$ cat src/hdl/hlru_pkg.sv
// Shared types and constants for the hashed LRU resume table.
package hlru_pkg;

	localparam logic [31:0] FNV_BASIS = 32'd2166136261;
	localparam logic [31:0] FNV_PRIME = 32'd16777619;

	localparam int DEF_ENTRIES = 16;

	localparam logic [31:0] RST_FLUSH_INTERVAL = 32'd5000;
	localparam logic [7:0]  RST_END_GUARD      = 8'd2;
	localparam logic [31:0] RST_MAX_SEC_UNKNOWN = 32'd86400;

	localparam logic [1:0] REG_FLUSH_INTERVAL = 2'd0;
	localparam logic [1:0] REG_END_GUARD      = 2'd1;
	localparam logic [1:0] REG_MAX_SEC        = 2'd2;

	localparam logic CMD_GET    = 1'b0;
	localparam logic CMD_UPDATE = 1'b1;

	localparam int IN_DATA_W  = 104;
	localparam int IN_USER_W  = 2;
	localparam int OUT_DATA_W = 40;
	localparam int OUT_USER_W = 2;

	typedef struct packed {
		logic [31:0] key;
		logic        cmd;
		logic [31:0] cur_sec;
		logic [31:0] dur_sec;
		logic        force_flush;
		logic [31:0] now_ms;
	} op_t;

endpackage

$ cat src/hdl/hlru_front.sv
// Front end: FNV-1a hashing of name bytes and issue of table operations.
module hlru_front (
	input  logic                            clk,
	input  logic                            arst_n,
	input  logic                            s_axis_tvalid,
	output logic                            s_axis_tready,
	input  logic [hlru_pkg::IN_DATA_W-1:0]  s_axis_tdata,
	input  logic [hlru_pkg::IN_USER_W-1:0]  s_axis_tuser,
	input  logic                            s_axis_tlast,
	input  logic                            q_full,
	output logic                            q_push,
	output hlru_pkg::op_t                   q_op
);
	import hlru_pkg::*;

	logic [31:0] hash_q;
	logic        seen_q;
	logic [7:0]  nb;
	logic [31:0] hash_n;
	logic        seen_n;
	logic        acc;

	assign nb = s_axis_tdata[7:0];
	assign s_axis_tready = !q_full;
	assign acc = s_axis_tvalid && s_axis_tready;

	always_comb begin
		hash_n = hash_q;
		if (nb != 8'd0) begin
			hash_n = (hash_q ^ {24'd0, nb}) * FNV_PRIME;
		end
		seen_n = seen_q || (nb != 8'd0);
	end

	assign q_push = acc && s_axis_tlast && seen_n;

	always_comb begin
		q_op.key         = (hash_n == 32'd0) ? 32'd1 : hash_n;
		q_op.cmd         = s_axis_tuser[0];
		q_op.cur_sec     = s_axis_tdata[39:8];
		q_op.dur_sec     = s_axis_tdata[71:40];
		q_op.force_flush = s_axis_tuser[1];
		q_op.now_ms      = s_axis_tdata[103:72];
	end

	always_ff @(posedge clk or negedge arst_n) begin
		if (!arst_n) begin
			hash_q <= FNV_BASIS;
			seen_q <= 1'b0;
		end else if (acc) begin
			if (s_axis_tlast) begin
				hash_q <= FNV_BASIS;
				seen_q <= 1'b0;
			end else begin
				hash_q <= hash_n;
				seen_q <= seen_n;
			end
		end
	end

endmodule

$ cat src/hdl/hlru_queue.sv
// Two-deep operation queue between front and back.
module hlru_queue (
	input  logic          clk,
	input  logic          arst_n,
	input  logic          push,
	input  hlru_pkg::op_t push_op,
	output logic          full,
	input  logic          pop,
	output logic          not_empty,
	output hlru_pkg::op_t pop_op
);
	import hlru_pkg::*;

	op_t        mem_q [2];
	logic       wp_q;
	logic       rp_q;
	logic [1:0] cnt_q;

	assign full = (cnt_q == 2'd2);
	assign not_empty = (cnt_q != 2'd0);
	assign pop_op = mem_q[rp_q];

	always_ff @(posedge clk) begin
		if (push) begin
			mem_q[wp_q] <= push_op;
		end
	end

	always_ff @(posedge clk or negedge arst_n) begin
		if (!arst_n) begin
			wp_q <= 1'b0;
			rp_q <= 1'b0;
			cnt_q <= 2'd0;
		end else begin
			if (push) wp_q <= !wp_q;
			if (pop) rp_q <= !rp_q;
			if (push && !pop) cnt_q <= cnt_q + 2'd1;
			else if (pop && !push) cnt_q <= cnt_q - 2'd1;
		end
	end

endmodule

$ cat src/hdl/hlru_back.sv
// Back end: table scan, get/update execution, flush throttle, result register.
module hlru_back #(
	parameter int ENTRIES = hlru_pkg::DEF_ENTRIES
) (
	input  logic                            clk,
	input  logic                            arst_n,
	input  logic                            cfg_we,
	input  logic [1:0]                      cfg_idx,
	input  logic [31:0]                     cfg_data,
	input  logic                            q_not_empty,
	input  hlru_pkg::op_t                   q_op,
	output logic                            q_pop,
	output logic                            m_axis_tvalid,
	input  logic                            m_axis_tready,
	output logic [hlru_pkg::OUT_DATA_W-1:0] m_axis_tdata,
	output logic [hlru_pkg::OUT_USER_W-1:0] m_axis_tuser
);
	import hlru_pkg::*;

	localparam int IW = (ENTRIES > 1) ? $clog2(ENTRIES) : 1;
	localparam int CW = $clog2(ENTRIES + 1);
	localparam logic [CW-1:0] LAST_CNT = CW'(ENTRIES);

	localparam logic [1:0] ST_IDLE = 2'd0;
	localparam logic [1:0] ST_SCAN = 2'd1;
	localparam logic [1:0] ST_EXEC = 2'd2;

	logic [31:0] flush_int_q;
	logic [7:0]  end_guard_q;
	logic [31:0] max_sec_q;

	logic [31:0] key_mem [ENTRIES];
	logic [31:0] sec_mem [ENTRIES];
	logic [31:0] dur_mem [ENTRIES];
	logic [31:0] lu_mem  [ENTRIES];
	logic [ENTRIES-1:0] valid_q;

	logic [1:0]    state_q;
	op_t           op_q;
	logic [CW-1:0] cnt_q;
	logic          rd_en;
	logic [IW-1:0] rd_addr;

	logic          rd_vld_s1;
	logic [IW-1:0] rd_idx_s1;
	logic          rd_valid_s1;
	logic [31:0]   rd_key_s1;
	logic [31:0]   rd_sec_s1;
	logic [31:0]   rd_dur_s1;
	logic [31:0]   rd_lu_s1;
	logic [31:0]   e_key;
	logic [31:0]   e_sec;
	logic [31:0]   e_dur;
	logic [31:0]   e_lu;

	logic          hit_q;
	logic [IW-1:0] hit_idx_q;
	logic [31:0]   hit_sec_q;
	logic [31:0]   hit_dur_q;
	logic          emp_q;
	logic [IW-1:0] emp_idx_q;
	logic [IW-1:0] best_idx_q;
	logic [31:0]   best_lu_q;

	logic [31:0]   lft_q;
	logic          fvalid_q;

	logic          out_v_q;
	logic          out_found_q;
	logic [31:0]   out_sec_q;
	logic          out_flush_q;
	logic [3:0]    out_slot_q;

	logic          exec_go;
	logic [31:0]   lim;
	logic [31:0]   store;
	logic [IW-1:0] w_idx;
	logic          unchanged;
	logic          get_hit;
	logic          flush_ok;
	logic          wr_full;
	logic          wr_lu;
	logic          flush_now;

	assign rd_en = (state_q == ST_SCAN) && (cnt_q != LAST_CNT);
	assign rd_addr = cnt_q[IW-1:0];
	assign q_pop = (state_q == ST_IDLE) && q_not_empty;
	assign exec_go = (state_q == ST_EXEC) && (!out_v_q || m_axis_tready);

	// never-written entries read as zero
	assign e_key = rd_valid_s1 ? rd_key_s1 : 32'd0;
	assign e_sec = rd_valid_s1 ? rd_sec_s1 : 32'd0;
	assign e_dur = rd_valid_s1 ? rd_dur_s1 : 32'd0;
	assign e_lu  = rd_valid_s1 ? rd_lu_s1  : 32'd0;

	always_comb begin
		lim = (op_q.dur_sec > {24'd0, end_guard_q}) ?
			op_q.dur_sec - {24'd0, end_guard_q} : op_q.dur_sec;
		store = op_q.cur_sec;
		if (op_q.dur_sec != 32'd0) begin
			if (op_q.cur_sec >= lim) store = 32'd0;
		end else if (op_q.cur_sec > max_sec_q) begin
			store = 32'd0;
		end
		w_idx = hit_q ? hit_idx_q : (emp_q ? emp_idx_q : best_idx_q);
		unchanged = hit_q && (hit_sec_q == store) && (hit_dur_q == op_q.dur_sec);
		get_hit = hit_q && (hit_sec_q != 32'd0);
		flush_ok = !fvalid_q || ((op_q.now_ms - lft_q) >= flush_int_q);
		wr_full = exec_go && (op_q.cmd == CMD_UPDATE) && !unchanged;
		wr_lu = exec_go && ((op_q.cmd == CMD_UPDATE) || get_hit);
		// table just became dirty; throttled flush, unless an update forces it
		flush_now = (wr_full || (exec_go && op_q.cmd == CMD_GET && get_hit)) &&
			((op_q.cmd == CMD_UPDATE && op_q.force_flush) || flush_ok);
	end

	always_ff @(posedge clk) begin
		if (rd_en) begin
			rd_key_s1 <= key_mem[rd_addr];
			rd_sec_s1 <= sec_mem[rd_addr];
			rd_dur_s1 <= dur_mem[rd_addr];
			rd_lu_s1 <= lu_mem[rd_addr];
			rd_valid_s1 <= valid_q[rd_addr];
			rd_idx_s1 <= rd_addr;
		end
		if (wr_full) begin
			key_mem[w_idx] <= op_q.key;
			sec_mem[w_idx] <= store;
			dur_mem[w_idx] <= op_q.dur_sec;
		end
		if (wr_lu) begin
			lu_mem[w_idx] <= op_q.now_ms;
		end
		if (q_pop) begin
			op_q <= q_op;
		end
		if (rd_vld_s1) begin
			if (!hit_q && e_key == op_q.key) begin
				hit_idx_q <= rd_idx_s1;
				hit_sec_q <= e_sec;
				hit_dur_q <= e_dur;
			end
			if (!emp_q && e_key == 32'd0) emp_idx_q <= rd_idx_s1;
			if (rd_idx_s1 == '0 || e_lu < best_lu_q) begin
				best_idx_q <= rd_idx_s1;
				best_lu_q <= e_lu;
			end
		end
		if (exec_go) begin
			out_found_q <= (op_q.cmd == CMD_GET) && get_hit;
			out_sec_q <= ((op_q.cmd == CMD_GET) && get_hit) ? hit_sec_q : 32'd0;
			out_slot_q <= ((op_q.cmd == CMD_GET) && !get_hit) ? 4'd0 : 4'(w_idx);
		end
	end

	always_ff @(posedge clk or negedge arst_n) begin
		if (!arst_n) begin
			flush_int_q <= RST_FLUSH_INTERVAL;
			end_guard_q <= RST_END_GUARD;
			max_sec_q <= RST_MAX_SEC_UNKNOWN;
			valid_q <= '0;
			state_q <= ST_IDLE;
			cnt_q <= '0;
			rd_vld_s1 <= 1'b0;
			hit_q <= 1'b0;
			emp_q <= 1'b0;
			lft_q <= 32'd0;
			fvalid_q <= 1'b0;
			out_v_q <= 1'b0;
			out_flush_q <= 1'b0;
		end else begin
			if (cfg_we) begin
				case (cfg_idx)
					REG_FLUSH_INTERVAL: flush_int_q <= cfg_data;
					REG_END_GUARD: end_guard_q <= cfg_data[7:0];
					REG_MAX_SEC: max_sec_q <= cfg_data;
					default: ;
				endcase
			end
			rd_vld_s1 <= rd_en;
			if (rd_en) cnt_q <= cnt_q + CW'(1);
			if (rd_vld_s1) begin
				if (e_key == op_q.key) hit_q <= 1'b1;
				if (e_key == 32'd0) emp_q <= 1'b1;
			end
			if (exec_go) out_v_q <= 1'b1;
			else if (m_axis_tready) out_v_q <= 1'b0;
			case (state_q)
				ST_IDLE: begin
					if (q_pop) begin
						cnt_q <= '0;
						hit_q <= 1'b0;
						emp_q <= 1'b0;
						state_q <= ST_SCAN;
					end
				end
				ST_SCAN: begin
					if (cnt_q == LAST_CNT && !rd_vld_s1) state_q <= ST_EXEC;
				end
				ST_EXEC: begin
					if (exec_go) begin
						out_flush_q <= flush_now;
						if (wr_full) valid_q[w_idx] <= 1'b1;
						if (flush_now) begin
							lft_q <= op_q.now_ms;
							fvalid_q <= 1'b1;
						end
						state_q <= ST_IDLE;
					end
				end
				default: state_q <= ST_IDLE;
			endcase
		end
	end

	assign m_axis_tvalid = out_v_q;
	assign m_axis_tdata = {4'd0, out_slot_q, out_sec_q};
	assign m_axis_tuser = {out_flush_q, out_found_q};

endmodule

$ cat src/hdl/hashed_lru_resume_table_unit.sv
// Top level of the hashed LRU resume table.
//  channel | dir | beat contents
//  s_axis  | in  | tdata name_byte/cur/dur/now, tuser cmd/force_flush, tlast end of name
//  m_axis  | out | tdata resume_sec/slot_used, tuser found/flush_request
//  cfg     | in  | register write: index, 32-bit data
// Name bytes are taken one per cycle while the queue is not full, and the hash
// multiplier feeds a two-deep queue. The back end takes one operation at a time,
// scanning the entry memory with one read per cycle. Reset clears the table through
// per-entry valid bits, no clearing pass. A stalled result holds; the front keeps
// hashing until the queue is full.
module hashed_lru_resume_table_unit #(
	parameter int ENTRIES = hlru_pkg::DEF_ENTRIES
) (
	input  logic                            clk,
	input  logic                            arst_n,
	input  logic                            s_axis_tvalid,
	output logic                            s_axis_tready,
	// [7:0] name_byte, [39:8] cur_sec, [71:40] dur_sec, [103:72] now_ms
	input  logic [hlru_pkg::IN_DATA_W-1:0]  s_axis_tdata,
	// [0] cmd, [1] force_flush
	input  logic [hlru_pkg::IN_USER_W-1:0]  s_axis_tuser,
	input  logic                            s_axis_tlast,
	output logic                            m_axis_tvalid,
	input  logic                            m_axis_tready,
	// [31:0] resume_sec, [35:32] slot_used, [39:36] zero
	output logic [hlru_pkg::OUT_DATA_W-1:0] m_axis_tdata,
	// [0] found, [1] flush_request
	output logic [hlru_pkg::OUT_USER_W-1:0] m_axis_tuser,
	input  logic                            cfg_we,
	input  logic [1:0]                      cfg_idx,
	input  logic [31:0]                     cfg_data
);
	import hlru_pkg::*;

	logic q_full;
	logic q_push;
	op_t  push_op;
	logic q_pop;
	logic q_not_empty;
	op_t  pop_op;

	hlru_front u_front (
		.clk(clk), .arst_n(arst_n),
		.s_axis_tvalid(s_axis_tvalid), .s_axis_tready(s_axis_tready),
		.s_axis_tdata(s_axis_tdata), .s_axis_tuser(s_axis_tuser),
		.s_axis_tlast(s_axis_tlast),
		.q_full(q_full), .q_push(q_push), .q_op(push_op)
	);

	hlru_queue u_queue (
		.clk(clk), .arst_n(arst_n),
		.push(q_push), .push_op(push_op), .full(q_full),
		.pop(q_pop), .not_empty(q_not_empty), .pop_op(pop_op)
	);

	hlru_back #(.ENTRIES(ENTRIES)) u_back (
		.clk(clk), .arst_n(arst_n),
		.cfg_we(cfg_we), .cfg_idx(cfg_idx), .cfg_data(cfg_data),
		.q_not_empty(q_not_empty), .q_op(pop_op), .q_pop(q_pop),
		.m_axis_tvalid(m_axis_tvalid), .m_axis_tready(m_axis_tready),
		.m_axis_tdata(m_axis_tdata), .m_axis_tuser(m_axis_tuser)
	);

endmodule

$ cat config.mk
export PLATFORM = sky130hd
export DESIGN_NAME = hashed_lru_resume_table_unit
export DESIGN_NICKNAME = d
export VERILOG_FILES = /design/src/hdl/hlru_pkg.sv /design/src/hdl/hlru_front.sv /design/src/hdl/hlru_queue.sv /design/src/hdl/hlru_back.sv /design/src/hdl/hashed_lru_resume_table_unit.sv
export SDC_FILE = /design/constraint.sdc
export NUM_CORES = 2
export LEC_CHECK = 0
export ABC_AREA = 1
export BUFFER_PORTS_ARGS = -buffer_cell sky130_fd_sc_hd__buf_2
export CAP_MARGIN = 20
export CORE_MARGIN = 3
export CORE_UTILIZATION = 41
export DETAILED_ROUTE_END_ITERATION = 8
export GPL_TIMING_DRIVEN = 0
export PLACE_DENSITY_LB_ADDON = 0.12
export SLEW_MARGIN = 20
export SYNTH_ARGS = -nofsm -noshare
export SYNTH_HDL_FRONTEND = slang
export SYNTH_SLANG_ARGS = --single-unit
$ cat constraint.sdc
create_clock -name clk -period 20.1 [get_ports clk]
set_clock_uncertainty 0.1 [all_clocks]
set_input_delay 2.01 -clock clk [delete_from_list [all_inputs] [get_ports clk]]
set_output_delay 2.01 -clock clk [all_outputs]
set_load 0.1 [all_outputs]
==> out/metrics.csv <==
metric;value;unit
synth-main-ff-cell;edfxtp_1;
fillers;26050;
post_cts_resized;0;
reg2reg_from;u_back.op_q[33];
dieWidth;551.5;µm
synth_top_family_by_area;simple AND/OR/NAND/NOR gates;
crit_family;simple AND/OR/NAND/NOR gates;
crit_type;flip-flop to flip-flop;
first_pass_iters;8;
syn-instance-count;10040;
synth_fa_ha_area_share;4.887;%
clockBufferDepth;4;
cts_hold_buf;0;
synthToLayoutAreaGrowth;16.94;%
io_pins;190;
timing.final.crit_share;52.19;%
critical_path_required;20.61;ns
post-route-min-period;10.49;ns
synth_area;0.1220;mm²
status;complete, no violations;
async_flop_share;5.891;%
htreeDepth;5;
hold_violations;0;
yosys_warnings;0;
layout-drive-gt1-share;8.965;%
crit_arrival;11.00;ns
tritoncts;done;
grt_usage;26.19;%
initial_core_util;41.36;%
synth_edf_count;2716;
drc;0;
r2r_slack;9.61;ns
grt_remaining_overflow;0;
layout_common_cells;edfxtp_1 (2716), nand2_1 (1681), o21ai_0 (1237), nor2_1 (1213), inv_1 (751);
cts-root-buf;clkbuf_16;
clk_pin_slew;0.06;ns
synthMuxAreaShare;0;%
synth_top_area_cell;edfxtp_1;
relSlewSlack;17.45;%
portBuffers;185;
grt_max_degree;65;
synth_cell_types;59;
worstHoldPathType;flip-flop to flip-flop;
hp-start;u_back.fvalid_q;
synthTopCellsByArea;edfxtp_1 (67%), nand2_1 (5.2%), o21ai_0 (5.1%), nor2_1 (3.8%), ha_1 (3.6%);
worstMarginPinSlew;1.234;ns
post_cts_buffers;0;
synthSimpleGateAreaFrac;10.90;%
num_rows;199;
ys_ff_latch;2886;
viasPerCell;5.552;
antenna_found_initial;34;
slew_viol_final;0;
drtIter0Drc;9278;
routed_wl;405600;µm
path_common_cell;nand2_1;
clk-insertion-delay-late;0.88;ns
start_kind;flip-flop;
cp_num_buf_inv;9;
seq_area;0.08584;mm²
drv_cap;0;
yosysSeqAreaShare;70.35;%
path_max_fanout;19;
core;0.2951;mm²
syn_area_per_cell;12.16;µm²
cpPeakStageDelay;1.09;ns
hpwl;293200;µm
ant_nets;0;
dpl-instance-area;0.1326;mm²
synth_compound_area_share;9.101;%
netlist.area_leader.share;66.84;%
cp_slowest_cell;edfxtp_1;
drt-wirelength-per-cell;27.22;µm
tns;0;ns
rsz0062_at_grt;false;
stdcell_area;0.1427;mm²
grt_pass1_wl;574000;µm
final_nets;11310;
finalSetupViolations;0;
die_height;551.5;µm
worstSetupEndpointType;flip-flop;
gp_congestion;0.8888;
synthXorXnorAreaFrac;0.8111;%
die_area;0.3042;mm²
via_count;82730;
startpoint;u_back.op_q[33];
multi_input_area;0.03170;mm²
cts.sinks;2886;
max_freq;95.33;MHz
grt_pass1_vias;79900;
numCtsBuffers;307;
layout_commonest_cell;edfxtp_1;
==> synthesized netlist by cell type, drive strengths merged (76+ instances only) <==
| library cell | number |
|---|---|
| inv | 757 |
| o22ai | 539 |
| clkbuf | 462 |
| nor2 | 1251 |
| nand3 | 110 |
| edfxtp | 2716 |
| o21ai | 1239 |
| ha | 355 |
| nand2 | 1684 |
| dfrtp | 145 |
| nand4 | 188 |
| a21oi | 151 |
| fa | 76 |
==> stage by stage <==
| step | utilization, % | setup slack (ns) | instances | hold WS, ns |
|---|---|---|---|---|
| 2_1_floorplan | - | 6.700 | 10040 | 0.3212 |
| 3_3_place_gp | 43.34 | -9.158 | 14140 | 0.3371 |
| 3_5_place_dp | 44.94 | 9.863 | 14330 | 0.3403 |
| 4_1_cts | 48.23 | 9.819 | 14870 | 0.3531 |
| 5_1_grt | 48.35 | 8.903 | 14890 | 0.3802 |
| 6_report | 48.36 | 9.610 | 14900 | 0.3485 |
==> routing by layer <==
layer | global-route usage [%] | share of wire (%) | vias up
met4 | 9.005 | 3.7 | 10
met2 | 40.57 | 45 | 3553
met5 | 0 | 0.018 | -
li1 | - | - | 37060
met3 | 4.568 | 8.4 | 677
met1 | 37.35 | 43 | 41430
==> final timing paths <==
kind | endpoint | depth (start not counted)
worst max-delay path | u_back.sec_mem[14][10] | 39
worst min-delay path | u_back.fvalid_q | 2
worst max register to register | u_back.sec_mem[14][10] | 39
worst min register to register | u_back.fvalid_q | 2
max in group asynchronous | u_front.hash_q[31] | 2
min in group asynchronous | u_back.lft_q[28] | 1
==> worst register-to-register path, delay by kind of cell, from the launching register on <==
kind	cells	cell delay (ns)
adder cells (fa/ha/maj)	3	0.87
buffers and inverters	9	2.67
AO/OA/AOI/OAI	8	2.11
AND/OR/NAND/NOR	18	3.17
XOR/XNOR	1	0.23
flip-flops	1	1.09
==> flip-flops by register name (all words and copies together), names as in the netlist, 130 cells and up <==
name / cells
u_back.lu_mem: 512
u_back.key_mem: 512
u_back.op_q: 130
u_back.sec_mem: 512
u_back.dur_mem: 512
u_queue.mem_q: 260
==> cell type report <==
cell class,count,share of cell area [%]
clock buffer,392,5.785
timing repair buffer,389,3.933
multi-input combinational,5892,22.22
buffer,500,1.411
inverter,761,2.002
tap,3919,3.437
sequential,2886,60.16
clock inverter,145,1.025
antenna,17,0.02981
==> cell families (layout without fill, tap and decap cells) <==
logic type                 count (synthesis)  in the layout
and+or+nand+nor                         3317           3317
DFF                                     2886           2886
AOI/OAI and AO/OA                       2027           2027
buffers and inverters                   1261           2187
adders and majority gates                431            431
xor gates and xnor gates                 113            113
other                                      1             21
Power is not shown: default switching activity piles up to over one toggle a cycle in this logic, so the estimate is an artifact.
